File: src/hw/rtl/b64e_pkg.sv
package b64e_pkg;

   localparam int unsigned CHARS_PER_JOB = 4;

   localparam logic [6:0] PAD_CHAR = 7'h3D;   // '='

   // position within the current three-byte group
   typedef enum logic [1:0] {
      PHASE_FIRST  = 2'd0,
      PHASE_SECOND = 2'd1,
      PHASE_THIRD  = 2'd2
   } phase_type;

   // characters caused by one byte, waiting for the back end
   typedef struct packed {
      logic [CHARS_PER_JOB-1:0][6:0] chars;
      logic [1:0]                    last_idx;   // index of the final character
      logic                          msg_end;    // final character ends the message
   } job_type;

   typedef struct packed {
      logic full;
      logic empty;
   } queue_status_type;

   // sextet to standard alphabet character
   function automatic logic [6:0] b64_char(input logic [5:0] v);
      logic [6:0] c;
      if (v < 6'd26) begin
         c = 7'(v) + 7'd65;
      end else if (v < 6'd52) begin
         c = 7'(v) + 7'd71;
      end else if (v < 6'd62) begin
         c = 7'(v) - 7'd4;
      end else if (v == 6'd62) begin
         c = 7'h2B;
      end else begin
         c = 7'h2F;
      end
      return c;
   endfunction

endpackage

File: src/hw/rtl/b64e_front.sv
module b64e_front
   import b64e_pkg::*;
(
   input  logic             clock,
   input  logic             reset,
   input  logic             accept,
   input  logic [7:0]       data_byte,
   input  logic             is_final,
   output job_type          job
);

   phase_type  phase_ff, phase_in;
   logic [3:0] leftover_ff, leftover_in;

   // next state
   always_comb begin
      phase_in    = phase_ff;
      leftover_in = leftover_ff;
      if (accept) begin
         unique case (phase_ff)
            PHASE_SECOND: begin
               phase_in    = is_final ? PHASE_FIRST : PHASE_THIRD;
               leftover_in = is_final ? 4'd0 : data_byte[3:0];
            end
            PHASE_THIRD: begin
               phase_in    = PHASE_FIRST;
               leftover_in = 4'd0;
            end
            default: begin
               phase_in    = is_final ? PHASE_FIRST : PHASE_SECOND;
               leftover_in = is_final ? 4'd0 : {2'b00, data_byte[1:0]};
            end
         endcase
      end
   end

   // characters for this byte
   always_comb begin
      job.msg_end = is_final;
      job.chars   = {CHARS_PER_JOB{PAD_CHAR}};
      unique case (phase_ff)
         PHASE_SECOND: begin
            job.chars[0] = b64_char({leftover_ff[1:0], data_byte[7:4]});
            job.chars[1] = b64_char({data_byte[3:0], 2'b00});
            job.last_idx = is_final ? 2'd2 : 2'd0;
         end
         PHASE_THIRD: begin
            job.chars[0] = b64_char({leftover_ff, data_byte[7:6]});
            job.chars[1] = b64_char(data_byte[5:0]);
            job.last_idx = 2'd1;
         end
         default: begin
            job.chars[0] = b64_char(data_byte[7:2]);
            job.chars[1] = b64_char({data_byte[1:0], 4'b0000});
            job.last_idx = is_final ? 2'd3 : 2'd0;
         end
      endcase
   end

   always_ff @(posedge clock) begin
      if (reset) begin
         phase_ff    <= PHASE_FIRST;
         leftover_ff <= 4'd0;
      end else begin
         phase_ff    <= phase_in;
         leftover_ff <= leftover_in;
      end
   end

endmodule

File: src/hw/rtl/b64e_queue.sv
module b64e_queue
   import b64e_pkg::*;
#(
   parameter int unsigned DEPTH = 2
)
(
   input  logic             clock,
   input  logic             reset,
   input  logic             push,
   input  job_type          push_job,
   input  logic             pop,
   output job_type          head_job,
   output queue_status_type status
);

   localparam int unsigned PTR_W = (DEPTH > 1) ? $clog2(DEPTH) : 1;
   localparam int unsigned CNT_W = $clog2(DEPTH + 1);
   localparam logic [PTR_W-1:0] LAST_PTR = PTR_W'(DEPTH - 1);

   job_type          slots_ff [DEPTH];
   logic [PTR_W-1:0] wr_ptr_ff, wr_ptr_in;
   logic [PTR_W-1:0] rd_ptr_ff, rd_ptr_in;
   logic [CNT_W-1:0] count_ff, count_in;

   assign status.full  = (count_ff == CNT_W'(DEPTH));
   assign status.empty = (count_ff == '0);
   assign head_job     = slots_ff[rd_ptr_ff];

   always_comb begin
      wr_ptr_in = wr_ptr_ff;
      rd_ptr_in = rd_ptr_ff;
      count_in  = count_ff;
      if (push) begin
         wr_ptr_in = (wr_ptr_ff == LAST_PTR) ? '0 : wr_ptr_ff + 1'b1;
      end
      if (pop) begin
         rd_ptr_in = (rd_ptr_ff == LAST_PTR) ? '0 : rd_ptr_ff + 1'b1;
      end
      priority if (push && !pop) begin
         count_in = count_ff + 1'b1;
      end else if (pop && !push) begin
         count_in = count_ff - 1'b1;
      end
   end

   always_ff @(posedge clock) begin
      if (push) begin
         slots_ff[wr_ptr_ff] <= push_job;
      end
   end

   always_ff @(posedge clock) begin
      if (reset) begin
         wr_ptr_ff <= '0;
         rd_ptr_ff <= '0;
         count_ff  <= '0;
      end else begin
         wr_ptr_ff <= wr_ptr_in;
         rd_ptr_ff <= rd_ptr_in;
         count_ff  <= count_in;
      end
   end

endmodule

File: src/hw/rtl/b64e_back.sv
module b64e_back
   import b64e_pkg::*;
(
   input  logic             clock,
   input  logic             reset,
   input  job_type          head_job,
   input  queue_status_type status,
   output logic             pop,
   output logic             out_valid,
   output logic [6:0]       out_char,
   output logic             char_last,
   input  logic             out_stall
);

   logic [1:0] idx_ff, idx_in;
   logic       valid_ff, valid_in;
   logic [6:0] char_ff, char_in;
   logic       last_ff, last_in;
   logic       load;
   logic       at_end;

   // output register free or being taken this cycle, and a job waiting
   assign load   = (!valid_ff || !out_stall) && !status.empty;
   assign at_end = (idx_ff == head_job.last_idx);
   assign pop    = load && at_end;

   always_comb begin
      idx_in   = idx_ff;
      valid_in = valid_ff;
      char_in  = char_ff;
      last_in  = last_ff;
      if (!valid_ff || !out_stall) begin
         valid_in = !status.empty;
      end
      if (load) begin
         char_in = head_job.chars[idx_ff];
         last_in = at_end && head_job.msg_end;
         idx_in  = at_end ? 2'd0 : idx_ff + 2'd1;
      end
   end

   always_ff @(posedge clock) begin
      if (reset) begin
         idx_ff   <= 2'd0;
         valid_ff <= 1'b0;
      end else begin
         idx_ff   <= idx_in;
         valid_ff <= valid_in;
      end
   end

   always_ff @(posedge clock) begin
      char_ff <= char_in;
      last_ff <= last_in;
   end

   assign out_valid = valid_ff;
   assign out_char  = char_ff;
   assign char_last = last_ff;

endmodule

File: src/hw/rtl/base64_stream_encoder_top.sv
// the first character of a byte passes through a job queue slot and then the output
//    register before it is on rsp_
// one character per cycle while rsp_stall is low and a job waits; one to four characters
//    per byte, four per three bytes in a long message, set by the single-character output register
// a byte is taken whenever the job queue has a free slot
// reset (synchronous, active high) empties the queue and output register, new group
module base64_stream_encoder_top
   import b64e_pkg::*;
#(
   parameter int unsigned QUEUE_DEPTH = 2
)
(
   input  logic       clock,
   input  logic       reset,
   input  logic       req_valid,
   output logic       req_stall,
   input  logic [7:0] req_data_byte,
   input  logic       req_is_final,
   output logic       rsp_valid,
   input  logic       rsp_stall,
   output logic [6:0] rsp_out_char,
   output logic       rsp_char_last
);

   job_type          new_job;
   job_type          head_job;
   queue_status_type q_status;
   logic             req_accept;
   logic             q_pop;

   // front end only waits for a free queue slot
   assign req_stall  = q_status.full;
   assign req_accept = req_valid && !q_status.full;

   // front: tracks group phase and leftover bits, turns each word into a job
   b64e_front u_front (
      .clock     (clock),
      .reset     (reset),
      .accept    (req_accept),
      .data_byte (req_data_byte),
      .is_final  (req_is_final),
      .job       (new_job)
   );

   // short job queue so front and back stall independently
   b64e_queue #(
      .DEPTH (QUEUE_DEPTH)
   ) u_queue (
      .clock    (clock),
      .reset    (reset),
      .push     (req_accept),
      .push_job (new_job),
      .pop      (q_pop),
      .head_job (head_job),
      .status   (q_status)
   );

   // back: steps through the head job one character per word
   b64e_back u_back (
      .clock     (clock),
      .reset     (reset),
      .head_job  (head_job),
      .status    (q_status),
      .pop       (q_pop),
      .out_valid (rsp_valid),
      .out_char  (rsp_out_char),
      .char_last (rsp_char_last),
      .out_stall (rsp_stall)
   );

endmodule

File: config.mk
export PLATFORM = sky130hd
export DESIGN_NAME = base64_stream_encoder_top
export DESIGN_NICKNAME = d
export VERILOG_FILES = /design/src/hw/rtl/b64e_pkg.sv /design/src/hw/rtl/b64e_front.sv /design/src/hw/rtl/b64e_queue.sv /design/src/hw/rtl/b64e_back.sv /design/src/hw/rtl/base64_stream_encoder_top.sv
export SDC_FILE = /design/constraint.sdc
export NUM_CORES = 1
export LEC_CHECK = 0
export BUFFER_PORTS_ARGS = -buffer_cell sky130_fd_sc_hd__buf_2
export CORE_MARGIN = 2
export CORE_UTILIZATION = 30
export CTS_CLUSTER_DIAMETER = 30
export DETAILED_ROUTE_END_ITERATION = 7
export PLACE_DENSITY = 0.43
export SETUP_SLACK_MARGIN = 0.4
export SYNTH_ARGS = -nofsm -noshare
export SYNTH_HDL_FRONTEND = slang
export SYNTH_SLANG_ARGS = --single-unit
File: constraint.sdc
create_clock -name clock -period 3.2 [get_ports clock]
set_clock_uncertainty 0.2 [all_clocks]
set_input_delay 0.32 -clock clock [delete_from_list [all_inputs] [get_ports clock]]
set_output_delay 0.32 -clock clock [all_outputs]
set_load 0.01 [all_outputs]
==> impl_results.md <==
- Commonest non-fill, non-tap cells in the layout: 42 x edfxtp_1, 41 x a21oi_1, 29 x nand2_1
- Synthesis-stage register bit count: between 50 and 60
- Post-Place Cells: 620
- Fraction of layout cells with a size suffix above 1: 0.122
- Final hold violation count: 0
- Worst endpoint required time: ~3.1 ns
- GP Congestion: ~0.84
- GRT Overall Usage: 0.156
- Worst skew pair latency: 0.29 ns
- Routed Antenna Nets: 0
- Port-buffer cells: 22
- Non-Filler Instances: ~630
- Clock sinks: 56
- Setup ws final: around 0.62 ns
- Die Wd: approximately 120 um
- Global-route wire length before repair: between 15 and 20 mm
- Core ar.: 13,300 um^2
- Via density per instance: ~5.6
- F_max: 387 MHz
- PD cells: between 500 and 600 nW/um^2
- Vias in the first global route: roughly 3,400
- LEAKAGE: 1.68 nW
- Buf/Inv on CP: 2
- Crit path cell chain: buf_2, clkinvlp_4, ha_1, nand2b_1, or4_1, o2111ai_1, a221o_1
- Initial core utilization: 0.310
- Post-Place Setup Slack: 0.324 ns
- DRC: 0
- Fin nets: ~490
- Design area: around 4600 um^2
- Clock root buffer: clkbuf_16
- Commonest non-fill, non-tap cell in the layout: edfxtp_1
- Yosys warning total: 0
- Area of the mapped netlist: between 4000 and 5000 um^2
- Arr. time, crit path: 2.50 ns
- Post-layout util: 0.343
- Post-synth EDFFs: 42
- DP Wirelength: 8.45 mm
- Max-cap violations: 0
- Crit share post-route: 0.807
- GRT overflow: 0
- WL/cell: about 18 um
- Worst-Margin Slew: approximately 0.6 ns
- Status: finished, final reports clean
- Area of the multi-input gates: between 2000 and 2500 um^2
- DR pass1 iterations: 5
- Clock period minus worst slack: roughly 2.6 ns
- Syn Inst Count: 437
- Number of fill cells in the layout: 1,409
- Critical path fanouts, max: 12
- Worst setup EP type: flip-flop
- WL met1: between 5 and 6 mm
- Die Ht: between 100 and 150 um
- Synth Area per Inst: approximately 9.5 um^2
- N_diodes: 0
- Setup TNS: 0 ns
- Peak supply drop: about 0.22 mV
- Row cnt: 42
- DR WL met2: between 5 and 6 mm
- Count of final setup violators: 0
- DIE AREA: between 10,000 and 15,000 um^2
- Syn_nets: about 480
- Drt total wl: between 10 and 15 mm
- Via count: between 3,000 and 4,000
- Async S/R FF share, synth: 0
- # H-tree levels: 2
- Unrepaired setup endpoints after global routing: false
- Initial antenna violation count: 0
- Setup Fix Bufs, Post-CTS: 0
- WHS: 0.104 ns
- Num CTS Buffers: 5
- Top-level port count: 23
- Hold Crit Class: in2reg
- Synthesis-to-finish area growth: 10.7%
- DR iter-0 viols: between 300 and 400
- Largest net degree at the start of global routing: 21
- Register area: approximately 1500 um^2
- Routed met3 length: slightly below 600 um
- Most used DFF post-synth: edfxtp_1
- Final Total Pwr: between 2 and 2.5 mW
- Slowest stage delay, CP: 0.59 ns
- Critical Path Slowest Stage Cell: or4_1
- Post-DP Area: 4430 um^2
- Clk slew on worst S/H paths: 0.06 ns
- Critical path type: in2reg
- CTS tree: built
- Sequential cell area fraction in the yosys report: 0.373
- Crit-path leading delay family: simple AND/OR/NAND/NOR gates
- Startpoint class of the critical path: input port
- Max layer used: met4
- Max-slew violations: 0
- Synth cell types: 60
- Rel. slew slack: 0.591
- Clk buf depth: 2
-- cell type report --
class	instances	area share
Timing Repair Buffer	39	0.0520
Tap cell	176	0.0482
Inverter	21	0.0181
Clock inverter	1	0.000821
Multi-Input combinational cell	328	0.515
Clock buffer	7	0.0290
Sequential cell	56	0.337
-- path summary, 6_finish.rpt --
path         slack, ns                                to  depth (start not counted)                           startpoint
max reg2reg       0.67  u_queue.slots_ff[1][5]$_DFFE_PP_                          7  u_front.leftover_ff[0]$_SDFFE_PP0P_
min reg2reg       0.28     u_back.out_valid$_SDFFE_PP0N_                          2        u_back.out_valid$_SDFFE_PP0N_
max               0.62  u_queue.slots_ff[1][5]$_DFFE_PP_                          7                     req_data_byte[4]
min               0.10     u_back.out_valid$_SDFFE_PP0N_                          3                            rsp_stall
-- worst reg2reg max path, delay by kind of cell, from the launching register on --
family                     cells  cell delay (ns)
AOI/OAI and AO/OA              3             0.69
DFF                            1             0.42
and+or+nand+nor                1             0.38
adders and majority gates      1             0.25
muxes                          1             0.21
buffers and inverters          1             0.10
-- registers in the layout (all words and copies together), names as in the netlist, named ones only --
name / count
u_front.phase_ff: 2
u_back.out_char: 7
u_front.leftover_ff: 4
u_queue.slots_ff: 34
u_queue.count_ff: 2
u_back.out_valid: 1
u_queue.rd_ptr_ff: 1
u_queue.wr_ptr_ff: 1
u_back.idx_ff: 2
u_back.char_last: 1
-- routing by layer --
metal,GRT usage,up-vias
met1,0.204,1710
met2,0.257,127
met5,0,-
met4,0.0582,0
li1,-,1664
met3,0.0291,23
-- cells by family after synthesis --
| group | count (synthesis) | share of synthesized area |
|---|---|---|
| compound gates | 117 | 0.187 |
| buf+inv | 53 | 0.0569 |
| xor+xnor | 23 | 0.0488 |
| simple gates | 143 | 0.180 |
| mux | 18 | 0.0721 |
| flops | 56 | 0.373 |
| fa+ha+maj | 27 | 0.0818 |
-- power by group --
group          total [mW]  switching (mW)  internal (mW)
logic               0.793           0.462          0.331
registers            1.04          0.0617          0.982
clock network       0.514           0.225          0.289
total                2.35           0.749           1.60
-- synth_stat cells, types with 8 or more instances --
master | count | area (um^2)
o21ai_0 | 17 | 85.1
xnor2_1 | 19 | 166
ha_1 | 27 | 338
nor3_1 | 13 | 65.1
clkbuf_1 | 13 | 48.8
nand2b_1 | 14 | 87.6
a21oi_1 | 41 | 205
nor2_1 | 23 | 86.3
edfxtp_1 | 42 | 1260
dfxtp_1 | 14 | 280
buf_2 | 14 | 70.1
inv_1 | 19 | 71.3
nor2b_1 | 9 | 56.3
nand3_1 | 18 | 90.1
mux2i_1 | 8 | 80.1
nand2_1 | 29 | 109
-- repair_timing --
action	CTS	global route
hold buffers	0	0
endpoints found under the setup margin	0	2
resized for setup	0	1
Note: power is estimated with default switching activity, not from simulation.
